### src/rtl/nqpt_pkg.sv
// ----------------------------------------------------------------------------
// nqpt_pkg
// Shared types, codes and constants of the NVMe queue pair tracker.
// ----------------------------------------------------------------------------
package nqpt_pkg;

   localparam int MAX_DEPTH_DEFAULT = 64;
   localparam int SLOT_W            = 6;
   localparam int DEPTH_CFG_W       = 7;
   localparam int CSR_ADDR_W        = 3;
   localparam int CSR_DATA_W        = 32;
   localparam int CMD_QUEUE_DEPTH   = 2;
   localparam int RSP_QUEUE_DEPTH   = 2;

   // Item opcodes.
   localparam logic [1:0] OPC_SUBMIT   = 2'd0;
   localparam logic [1:0] OPC_COMPLETE = 2'd1;
   localparam logic [1:0] OPC_TICK     = 2'd2;
   localparam logic [1:0] OPC_RSVD     = 2'd3;

   // Result outcomes.
   localparam logic [2:0] OC_SUBMITTED = 3'd0;
   localparam logic [2:0] OC_EMPTY     = 3'd1;
   localparam logic [2:0] OC_OK        = 3'd2;
   localparam logic [2:0] OC_ERROR     = 3'd3;
   localparam logic [2:0] OC_MISMATCH  = 3'd4;
   localparam logic [2:0] OC_TIMEOUT   = 3'd5;
   localparam logic [2:0] OC_REFUSED   = 3'd6;
   localparam logic [2:0] OC_WAITING   = 3'd7;

   // Register indexes, taken from paddr[2].
   localparam logic CSR_IDX_DEPTH   = 1'b0;
   localparam logic CSR_IDX_TIMEOUT = 1'b1;

   localparam logic [DEPTH_CFG_W-1:0] CFG_DEPTH_RESET   = 7'd64;
   localparam logic [31:0]            CFG_TIMEOUT_RESET = 32'd5000;

   typedef struct packed {
      logic [1:0]  opcode;
      logic [7:0]  cmd_opcode;
      logic [15:0] cqe_status;
      logic [15:0] cqe_cid;
      logic [31:0] cqe_result;
   } req_type;

   typedef struct packed {
      logic [2:0]  outcome;
      logic [5:0]  slot_index;
      logic [15:0] command_id;
      logic [31:0] command_word0;
      logic [5:0]  doorbell_value;
      logic [31:0] completion_result;
      logic [14:0] status_code;
      logic        failed_flag;
   } rsp_type;

   // Classified item as held between the front and the back.
   typedef struct packed {
      logic [1:0]  kind;
      logic [7:0]  cmd_opcode;
      logic        phase;
      logic [14:0] status_code;
      logic        status_nonzero;
      logic [15:0] cid;
      logic [31:0] result;
   } cmd_type;

   typedef struct packed {
      logic [DEPTH_CFG_W-1:0] queue_depth;
      logic [31:0]            timeout_ticks;
   } cfg_type;

endpackage

### src/rtl/nqpt_fifo.sv
// ----------------------------------------------------------------------------
// nqpt_fifo
// Small register queue with push/full and pop/empty sides.
// ----------------------------------------------------------------------------
module nqpt_fifo #(
   parameter int WIDTH = 8,
   parameter int DEPTH = 2
) (
   input  logic             clock,
   input  logic             reset,
   input  logic             push,
   input  logic [WIDTH-1:0] data_in,
   output logic             full,
   input  logic             pop,
   output logic [WIDTH-1:0] data_out,
   output logic             empty
);

   localparam int PTR_W = (DEPTH > 1) ? $clog2(DEPTH) : 1;
   localparam int CNT_W = $clog2(DEPTH + 1);

   logic [WIDTH-1:0] mem_ff [DEPTH];
   logic [PTR_W-1:0] wr_ptr_ff, wr_ptr_in;
   logic [PTR_W-1:0] rd_ptr_ff, rd_ptr_in;
   logic [CNT_W-1:0] count_ff, count_in;
   logic             do_push;
   logic             do_pop;

   always_comb begin
      full     = (count_ff == CNT_W'(DEPTH));
      empty    = (count_ff == '0);
      do_push  = push & ~full;
      do_pop   = pop & ~empty;
      data_out = mem_ff[rd_ptr_ff];

      wr_ptr_in = wr_ptr_ff;
      if (do_push) begin
         wr_ptr_in = (wr_ptr_ff == PTR_W'(DEPTH - 1)) ? '0 : wr_ptr_ff + 1'b1;
      end
      rd_ptr_in = rd_ptr_ff;
      if (do_pop) begin
         rd_ptr_in = (rd_ptr_ff == PTR_W'(DEPTH - 1)) ? '0 : rd_ptr_ff + 1'b1;
      end

      case ({do_push, do_pop})
         2'b10:   count_in = count_ff + 1'b1;
         2'b01:   count_in = count_ff - 1'b1;
         default: count_in = count_ff;
      endcase
   end

   always_ff @(posedge clock) begin
      if (reset) begin
         wr_ptr_ff <= '0;
         rd_ptr_ff <= '0;
         count_ff  <= '0;
      end else begin
         wr_ptr_ff <= wr_ptr_in;
         rd_ptr_ff <= rd_ptr_in;
         count_ff  <= count_in;
      end
   end

   always_ff @(posedge clock) begin
      if (do_push) begin
         mem_ff[wr_ptr_ff] <= data_in;
      end
   end

endmodule

### src/rtl/nqpt_front.sv
// ----------------------------------------------------------------------------
// nqpt_front
// Accepts request beats, splits the completion status and queues the
// classified item for the back end.
// ----------------------------------------------------------------------------
module nqpt_front (
   input  logic              clock,
   input  logic              reset,
   input  logic              push,
   input  nqpt_pkg::req_type req_item,
   output logic              full,
   input  logic              cmd_pop,
   output nqpt_pkg::cmd_type cmd,
   output logic              cmd_valid
);

   import nqpt_pkg::*;

   cmd_type                 cmd_new;
   logic [$bits(cmd_type)-1:0] cmd_bits;
   logic                    cmd_empty;

   always_comb begin
      cmd_new.kind           = req_item.opcode;
      cmd_new.cmd_opcode     = req_item.cmd_opcode;
      cmd_new.phase          = req_item.cqe_status[0];
      cmd_new.status_code    = req_item.cqe_status[15:1];
      cmd_new.status_nonzero = |req_item.cqe_status[15:1];
      cmd_new.cid            = req_item.cqe_cid;
      cmd_new.result         = req_item.cqe_result;
   end

   nqpt_fifo #(
      .WIDTH($bits(cmd_type)),
      .DEPTH(CMD_QUEUE_DEPTH)
   ) u_cmd_queue (
      .clock   (clock),
      .reset   (reset),
      .push    (push),
      .data_in (cmd_new),
      .full    (full),
      .pop     (cmd_pop),
      .data_out(cmd_bits),
      .empty   (cmd_empty)
   );

   assign cmd       = cmd_type'(cmd_bits);
   assign cmd_valid = ~cmd_empty;

endmodule

### src/rtl/nqpt_back.sv
// ----------------------------------------------------------------------------
// nqpt_back
// Holds the queue pair state and executes one classified item per cycle while the result queue has room.
// ----------------------------------------------------------------------------
module nqpt_back #(
   parameter int MAX_DEPTH = nqpt_pkg::MAX_DEPTH_DEFAULT
) (
   input  logic              clock,
   input  logic              reset,
   input  nqpt_pkg::cfg_type cfg,
   input  logic              cmd_valid,
   input  nqpt_pkg::cmd_type cmd,
   output logic              cmd_pop,
   input  logic              rsp_full,
   output logic              rsp_push,
   output nqpt_pkg::rsp_type rsp
);

   import nqpt_pkg::*;

   localparam int PTR_W  = $clog2(MAX_DEPTH);
   localparam int CLOG_D = $clog2(MAX_DEPTH + 1);
   localparam int DEP_W  = (CLOG_D > DEPTH_CFG_W) ? CLOG_D : DEPTH_CFG_W;

   logic [PTR_W-1:0] tail_ff, tail_in;
   logic [PTR_W-1:0] head_ff, head_in;
   logic             phase_ff, phase_in;
   logic [15:0]      next_id_ff, next_id_in;
   logic [15:0]      exp_id_ff, exp_id_in;
   logic             busy_ff, busy_in;
   logic             failed_ff, failed_in;
   logic [31:0]      elapsed_ff, elapsed_in;

   logic             fire;
   logic [DEP_W-1:0] qd_ext;
   logic [DEP_W-1:0] depth;
   logic             tail_wrap;
   logic             head_wrap;
   logic [PTR_W-1:0] tail_adv;
   logic [PTR_W-1:0] head_adv;
   logic [31:0]      elapsed_inc;

   assign fire     = cmd_valid & ~rsp_full;
   assign cmd_pop  = fire;
   assign rsp_push = fire;

   always_comb begin
      qd_ext = DEP_W'(cfg.queue_depth);
      if (qd_ext < DEP_W'(2)) begin
         depth = DEP_W'(2);
      end else if (qd_ext > DEP_W'(MAX_DEPTH)) begin
         depth = DEP_W'(MAX_DEPTH);
      end else begin
         depth = qd_ext;
      end

      tail_wrap   = (DEP_W'(tail_ff) + DEP_W'(1)) >= depth;
      head_wrap   = (DEP_W'(head_ff) + DEP_W'(1)) >= depth;
      tail_adv    = tail_wrap ? '0 : tail_ff + 1'b1;
      head_adv    = head_wrap ? '0 : head_ff + 1'b1;
      elapsed_inc = (elapsed_ff == '1) ? elapsed_ff : elapsed_ff + 32'd1;
   end

   always_comb begin
      tail_in    = tail_ff;
      head_in    = head_ff;
      phase_in   = phase_ff;
      next_id_in = next_id_ff;
      exp_id_in  = exp_id_ff;
      busy_in    = busy_ff;
      failed_in  = failed_ff;
      elapsed_in = elapsed_ff;
      rsp        = '0;

      case (cmd.kind)
         OPC_SUBMIT: begin
            if (failed_ff | busy_ff) begin
               rsp.outcome = OC_REFUSED;
            end else begin
               rsp.outcome        = OC_SUBMITTED;
               rsp.slot_index     = SLOT_W'(tail_ff);
               rsp.command_id     = next_id_ff;
               rsp.command_word0  = {next_id_ff, 8'h00, cmd.cmd_opcode};
               rsp.doorbell_value = SLOT_W'(tail_adv);
               next_id_in         = next_id_ff + 16'd1;
               tail_in            = tail_adv;
               exp_id_in          = next_id_ff;
               busy_in            = 1'b1;
               elapsed_in         = '0;
            end
         end
         OPC_COMPLETE: begin
            if (cmd.phase != phase_ff) begin
               rsp.outcome = OC_EMPTY;
            end else begin
               rsp.completion_result = cmd.result;
               rsp.status_code       = cmd.status_code;
               rsp.doorbell_value    = SLOT_W'(head_adv);
               head_in               = head_adv;
               // The expected phase flips each time the head wraps.
               phase_in              = phase_ff ^ head_wrap;
               if (~busy_ff || (cmd.cid != exp_id_ff)) begin
                  failed_in   = 1'b1;
                  rsp.outcome = OC_MISMATCH;
               end else begin
                  rsp.outcome = cmd.status_nonzero ? OC_ERROR : OC_OK;
               end
               busy_in = 1'b0;
            end
         end
         OPC_TICK: begin
            if (busy_ff) begin
               elapsed_in = elapsed_inc;
               if (elapsed_inc >= cfg.timeout_ticks) begin
                  failed_in   = 1'b1;
                  busy_in     = 1'b0;
                  rsp.outcome = OC_TIMEOUT;
               end else begin
                  rsp.outcome = OC_WAITING;
               end
            end else begin
               rsp.outcome = OC_EMPTY;
            end
         end
         default: begin
            rsp.outcome = OC_REFUSED;
         end
      endcase

      rsp.failed_flag = failed_in;
   end

   always_ff @(posedge clock) begin
      if (reset) begin
         tail_ff    <= '0;
         head_ff    <= '0;
         phase_ff   <= 1'b1;
         next_id_ff <= '0;
         exp_id_ff  <= '0;
         busy_ff    <= 1'b0;
         failed_ff  <= 1'b0;
         elapsed_ff <= '0;
      end else if (fire) begin
         tail_ff    <= tail_in;
         head_ff    <= head_in;
         phase_ff   <= phase_in;
         next_id_ff <= next_id_in;
         exp_id_ff  <= exp_id_in;
         busy_ff    <= busy_in;
         failed_ff  <= failed_in;
         elapsed_ff <= elapsed_in;
      end
   end

endmodule

### src/rtl/nqpt_csr.sv
// ----------------------------------------------------------------------------
// nqpt_csr
// APB register file holding the queue depth and the timeout in ticks.
// ----------------------------------------------------------------------------
module nqpt_csr (
   input  logic                                clock,
   input  logic                                reset,
   input  logic                                psel,
   input  logic                                penable,
   input  logic                                pwrite,
   input  logic [nqpt_pkg::CSR_ADDR_W-1:0]     paddr,
   input  logic [nqpt_pkg::CSR_DATA_W-1:0]     pwdata,
   output logic [nqpt_pkg::CSR_DATA_W-1:0]     prdata,
   output logic                                pready,
   output nqpt_pkg::cfg_type                   cfg
);

   import nqpt_pkg::*;

   logic [DEPTH_CFG_W-1:0] depth_ff, depth_in;
   logic [31:0]            timeout_ff, timeout_in;
   logic                   wr_en;
   logic                   reg_idx;

   assign pready  = 1'b1;
   assign reg_idx = paddr[2];
   assign wr_en   = psel & penable & pwrite & pready;

   always_comb begin
      depth_in   = depth_ff;
      timeout_in = timeout_ff;
      prdata     = '0;
      case (reg_idx)
         CSR_IDX_DEPTH: begin
            prdata = CSR_DATA_W'(depth_ff);
            if (wr_en) begin
               depth_in = pwdata[DEPTH_CFG_W-1:0];
            end
         end
         CSR_IDX_TIMEOUT: begin
            prdata = timeout_ff;
            if (wr_en) begin
               timeout_in = pwdata;
            end
         end
         default: begin
            prdata = '0;
         end
      endcase
   end

   always_ff @(posedge clock) begin
      if (reset) begin
         depth_ff   <= CFG_DEPTH_RESET;
         timeout_ff <= CFG_TIMEOUT_RESET;
      end else begin
         depth_ff   <= depth_in;
         timeout_ff <= timeout_in;
      end
   end

   assign cfg.queue_depth   = depth_ff;
   assign cfg.timeout_ticks = timeout_ff;

endmodule

### src/rtl/nvme_queue_pair_tracker_core.sv
// Path: a request beat is registered in the command queue, executed by the back end and
// registered in the result queue, from which its result is taken.
// Throughput: one item per cycle; the back end executes one queued item each
// cycle that the two-entry result queue has room.
// Reset: synchronous; clears both queues and the queue pair state and loads
// the register reset values. No clearing pass is needed.
// ----------------------------------------------------------------------------
// nvme_queue_pair_tracker_core
// Host-side tracker of one NVMe submission/completion queue pair.
// ----------------------------------------------------------------------------
module nvme_queue_pair_tracker_core #(
   parameter int MAX_DEPTH = nqpt_pkg::MAX_DEPTH_DEFAULT
) (
   input  logic                            clock,
   input  logic                            reset,
   input  logic                            push,
   input  nqpt_pkg::req_type               req_item,
   output logic                            full,
   output logic                            empty,
   input  logic                            pop,
   output nqpt_pkg::rsp_type               rsp_item,
   input  logic                            psel,
   input  logic                            penable,
   input  logic                            pwrite,
   input  logic [nqpt_pkg::CSR_ADDR_W-1:0] paddr,
   input  logic [nqpt_pkg::CSR_DATA_W-1:0] pwdata,
   output logic [nqpt_pkg::CSR_DATA_W-1:0] prdata,
   output logic                            pready
);

   import nqpt_pkg::*;

   cfg_type                    cfg;
   cmd_type                    cmd;
   logic                       cmd_valid;
   logic                       cmd_pop;
   rsp_type                    rsp_new;
   logic                       rsp_push;
   logic                       rsp_full;
   logic [$bits(rsp_type)-1:0] rsp_bits;

   nqpt_csr u_csr (
      .clock  (clock),
      .reset  (reset),
      .psel   (psel),
      .penable(penable),
      .pwrite (pwrite),
      .paddr  (paddr),
      .pwdata (pwdata),
      .prdata (prdata),
      .pready (pready),
      .cfg    (cfg)
   );

   nqpt_front u_front (
      .clock    (clock),
      .reset    (reset),
      .push     (push),
      .req_item (req_item),
      .full     (full),
      .cmd_pop  (cmd_pop),
      .cmd      (cmd),
      .cmd_valid(cmd_valid)
   );

   nqpt_back #(
      .MAX_DEPTH(MAX_DEPTH)
   ) u_back (
      .clock    (clock),
      .reset    (reset),
      .cfg      (cfg),
      .cmd_valid(cmd_valid),
      .cmd      (cmd),
      .cmd_pop  (cmd_pop),
      .rsp_full (rsp_full),
      .rsp_push (rsp_push),
      .rsp      (rsp_new)
   );

   nqpt_fifo #(
      .WIDTH($bits(rsp_type)),
      .DEPTH(RSP_QUEUE_DEPTH)
   ) u_rsp_queue (
      .clock   (clock),
      .reset   (reset),
      .push    (rsp_push),
      .data_in (rsp_new),
      .full    (rsp_full),
      .pop     (pop),
      .data_out(rsp_bits),
      .empty   (empty)
   );

   assign rsp_item = rsp_type'(rsp_bits);

endmodule

### config.mk
export PLATFORM = sky130hd
export DESIGN_NAME = nvme_queue_pair_tracker_core
export DESIGN_NICKNAME = d
export VERILOG_FILES = /design/src/rtl/nqpt_pkg.sv /design/src/rtl/nqpt_fifo.sv /design/src/rtl/nqpt_front.sv /design/src/rtl/nqpt_back.sv /design/src/rtl/nqpt_csr.sv /design/src/rtl/nvme_queue_pair_tracker_core.sv
export SDC_FILE = /design/constraint.sdc
export NUM_CORES = 1
export LEC_CHECK = 0
export ABC_AREA = 1
export BUFFER_PORTS_ARGS = -buffer_cell sky130_fd_sc_hd__buf_4
export CAP_MARGIN = 20
export CORE_ASPECT_RATIO = 0.6
export CORE_MARGIN = 5
export CORE_UTILIZATION = 53
export CTS_CLUSTER_SIZE = 28
export DETAILED_ROUTE_END_ITERATION = 8
export GPL_TIMING_DRIVEN = 0
export PLACE_DENSITY = 0.74
export SLEW_MARGIN = 20
export SYNTH_ARGS = -nofsm -noshare
export SYNTH_HDL_FRONTEND = slang
export SYNTH_SLANG_ARGS = --single-unit
export TNS_END_PERCENT = 50
### constraint.sdc
create_clock -name clock -period 6.6 [get_ports clock]
set_input_delay 0.66 -clock clock [delete_from_list [all_inputs] [get_ports clock]]
set_output_delay 0.66 -clock clock [all_outputs]
set_load 0.01 [all_outputs]
==> flow_summary.ini <==
[sta]
grt_setup_unrepaired = no
hold_viol_final = 0
finalMaxSlewViolations = 0
slew_headroom_pct = 40.60
setup_viol = 0
totalNegativeSetupSlack_ns = 0
fmax_ghz = 0.2496
fin_crit_ns = 4.007
fin_skew_ns = 0.01558
setup_slack_ns = 2.593
fin_crit_sh_pct = 60.71
worst_pin_slew_ns = 0.8817

[synthesis]
async_flop_share_pct = 0
yosys_most_used_dff = edfxtp_1
synth-seq-area-share_pct = 61.37
syn_avg_cell_area_sq_um = 10.44
yosysWarnings = 0
synth_seq_cells = 452
synth_area_leaders = edfxtp_1 (49%), dfxtp_1 (13%), nand2_1 (8.5%), mux2_2 (4.9%), a21oi_1 (4.5%)
netlist_area_sq_um = 20030
synth_cells = 1918
synth_area_leader_cell = edfxtp_1
yosys.area.top_type_share_pct = 48.58
ys_types = 49
synth_edf_count = 324

[finish]
antennaDiodeCount = 0
fill_cells = 2917
seqCellArea_sq_um = 12290
final_common_cell = nand2_1
postLayoutCoreUtil_pct = 64.76
nets = 2404
syn2layout_area_growth_pct = 21.26
drive_gt1_share_pct = 21.81
finalInstanceArea_sq_um = 24290
most-common-layout-cells = nand2_1 (451), edfxtp_1 (324), buf_4 (279)
multi_input_area_sq_um = 6605

[clock_network]
ctsResizeCount = 0
htreeDepth = 2
worstSkewPairLatency_ns = 0.56
cts_tree = yes
cts_setup_buffers = 0
ctsHoldBuffers = 0
cts.sinks = 452
cts.clk_slew.worst_paths_ns = 0.07
cts-root-buf = clkbuf_16
clockBufferDepth = 3
cts_made_buffers = 42

[power]
seqPwrFrac_pct = 41.5
ir_drop_mv = 0.2708
finalPower_mw = 9.701
p_switching_mw = 3.157
p_clk_share_pct = 24.9
cellPowerDensity_nw_per_um2 = 399.4
comb_power_share_pct = 33.5
cellInternalPower_mw = 6.544
p_leak_nw = 9.807
p_sw_share_pct = 32.54

[floorplan]
io_pins = 262
die_width_um = 261.0
core_area_sq_um = 37500
rows = 55
initial_core_util_pct = 53.40
design.die.area_sq_um = 41910
fp.dieH_um = 160.6

[drt]
avgViaCountPerCell = 5.317
wire_per_inst_um = 18.82
wirelength_um = 52270
drc_errors = 0
drt_iter0_markers = 1307
ant_nets = 0
dr.pass1.iters = 5
vias = 14770

[critical_path]
crit_required_ns = 7.02
critPathLaunchType = flip-flop
r2r-start = u_back.elapsed_ff[0]$_SDFFE_PP0P_
path_class = flip-flop to flip-flop
endpoint = u_rsp_queue.mem_ff[0][0]$_DFFE_PP_
cp-end-kind = flip-flop
crit_arrival_ns = 4.43
reg2reg_slack_ns = 2.59
reg2reg_depth = 18
r2r-end = u_rsp_queue.mem_ff[0][0]$_DFFE_PP_
cp_max_fo = 7
crit_start = u_back.elapsed_ff[0]$_SDFFE_PP0P_

[worst_hold_path]
min_path_type = input pin to flip-flop

[placed_design]
gp_congestion = 0.9262
post-place-ws_ns = 2.827
placed_cell_area_sq_um = 22920
hpwlAfterDp_um = 39160
port-buffer-count = 249

[global_route]
grt_overflow = 0
grt_pass1_vias = 14250
antenna_found_initial = 0
grt_pass1_wl_um = 80430
grt_max_degree = 27
track_usage_pct = 24.57

[run_status]
status = finished clean

[run]
drv_cap = 0
sequential cells by signal, indices dropped and copies added (netlist names), 2 cells and up, named ones only:
signal	flops
u_front.u_cmd_queue.count_ff	2
u_csr.depth_ff	7
u_front.u_cmd_queue.mem_ff	150
u_rsp_queue.count_ff	2
u_back.exp_id_ff	16
u_csr.timeout_ff	32
u_back.next_id_ff	16
u_back.tail_ff	6
u_back.head_ff	6
u_back.elapsed_ff	32
u_rsp_queue.mem_ff	174
cells by family (layout without fill, tap and decap cells):
group                    after synthesis  in the layout  synth area share [%]
AO/OA/AOI/OAI                        303            303                 7.921
XOR/XNOR                              39             39                 1.743
adder cells (fa/ha/maj)               56             56                 3.498
buffers and inverters                279            619                 5.935
flip-flops                           452            452                 61.37
multiplexers                          87             87                 4.891
other                                  2              9               0.03750
AND/OR/NAND/NOR                      700            700                 14.61
worst max-delay path, cell delays in order, from the launching register on:
cell and delay, ns:
dfxtp_1 0.53, ha_1 0.26, nand2_1 0.12, nor2_1 0.22
nand2_1 0.21, nor3_1 0.54, xnor2_1 0.18, nand2_1 0.11
ha_1 0.29, nand2_1 0.07, nor2_1 0.20, nand4_1 0.11
nor3b_1 0.46, nand2_1 0.18, nand2_1 0.09, nand2_1 0.05
nand3_1 0.06, nand2_1 0.09, inv_1 0.09
power groups by stage:
stage                     sequential [mW]  clock [mW]  combinational [mW]
after floorplan                      4.10           0                1.78
after global placement               4.16           0                2.90
after detailed placement             4.09           0                3.25
after CTS                            4.03        2.45                3.28
after global routing                 4.08        2.58                3.54
final                                4.03        2.42                3.25
metal layers:
metal / GRT usage [%] / vias to the layer above / routed length (um)
li1: - / 7102 / -
met1: 36.99 / 7012 / 22960
met2: 37.18 / 608 / 23280
met3: 6.113 / 49 / 5386
met4: 3.767 / 0 / 635
met5: 0 / - / 0
worst min path at each step:
stage,depth (start not counted),slack (ns),to,startpoint
final,1,0.28,u_front.u_cmd_queue.mem_ff[0][27]$_DFFE_PP_,req_item[27]
after global routing,1,0.27,u_front.u_cmd_queue.mem_ff[1][2]$_DFFE_PP_,req_item[2]
after CTS,1,0.27,u_front.u_cmd_queue.mem_ff[0][35]$_DFFE_PP_,req_item[35]
after detailed placement,1,0.45,u_rsp_queue.rd_ptr_ff$_SDFFE_PP0P_,u_rsp_queue.rd_ptr_ff$_SDFFE_PP0P_
after global placement,1,0.44,flip-flop,u_front.u_cmd_queue.rd_ptr_ff$_SDFFE_PP0P_
after floorplan,1,0.43,flip-flop,u_rsp_queue.rd_ptr_ff$_SDFFE_PP0P_
synthesized netlist by cell type (all sizes together) (2+ instances only):
cell    instances
nand3          41
nand2         464
xnor2          15
ha             56
o21ai         101
xor2           24
edfxtp        324
inv           181
a211oi          6
nor3           32
clkbuf         42
or2             2
a21o            2
mux2           87
nand4          12
nor4            8
o211ai          3
conb            2
nand3b          3
o21a            3
a21oi         180
nor2          136
buf            54
dfxtp         128
clkinv          2
o22ai           4
metrics by stage:
stage / cells / hold slack (ns)
2_1_floorplan: 1925 / 0.4256
3_3_place_gp: 2687 / 0.4371
3_5_place_dp: 2701 / 0.4528
4_1_cts: 2778 / 0.2667
5_1_grt: 2778 / 0.2661
6_report: 2778 / 0.2850
area by class of cell:
type / count / area share [%]
clock buffer: 57 / 4.729
clock inverter: 20 / 0.8964
tap: 513 / 2.643
inverter: 183 / 2.828
buffer: 96 / 2.066
sequential: 452 / 50.61
multi-input combinational: 1194 / 27.19
timing repair buffer: 263 / 9.036
Note: power is estimated with default switching activity, not from simulation.
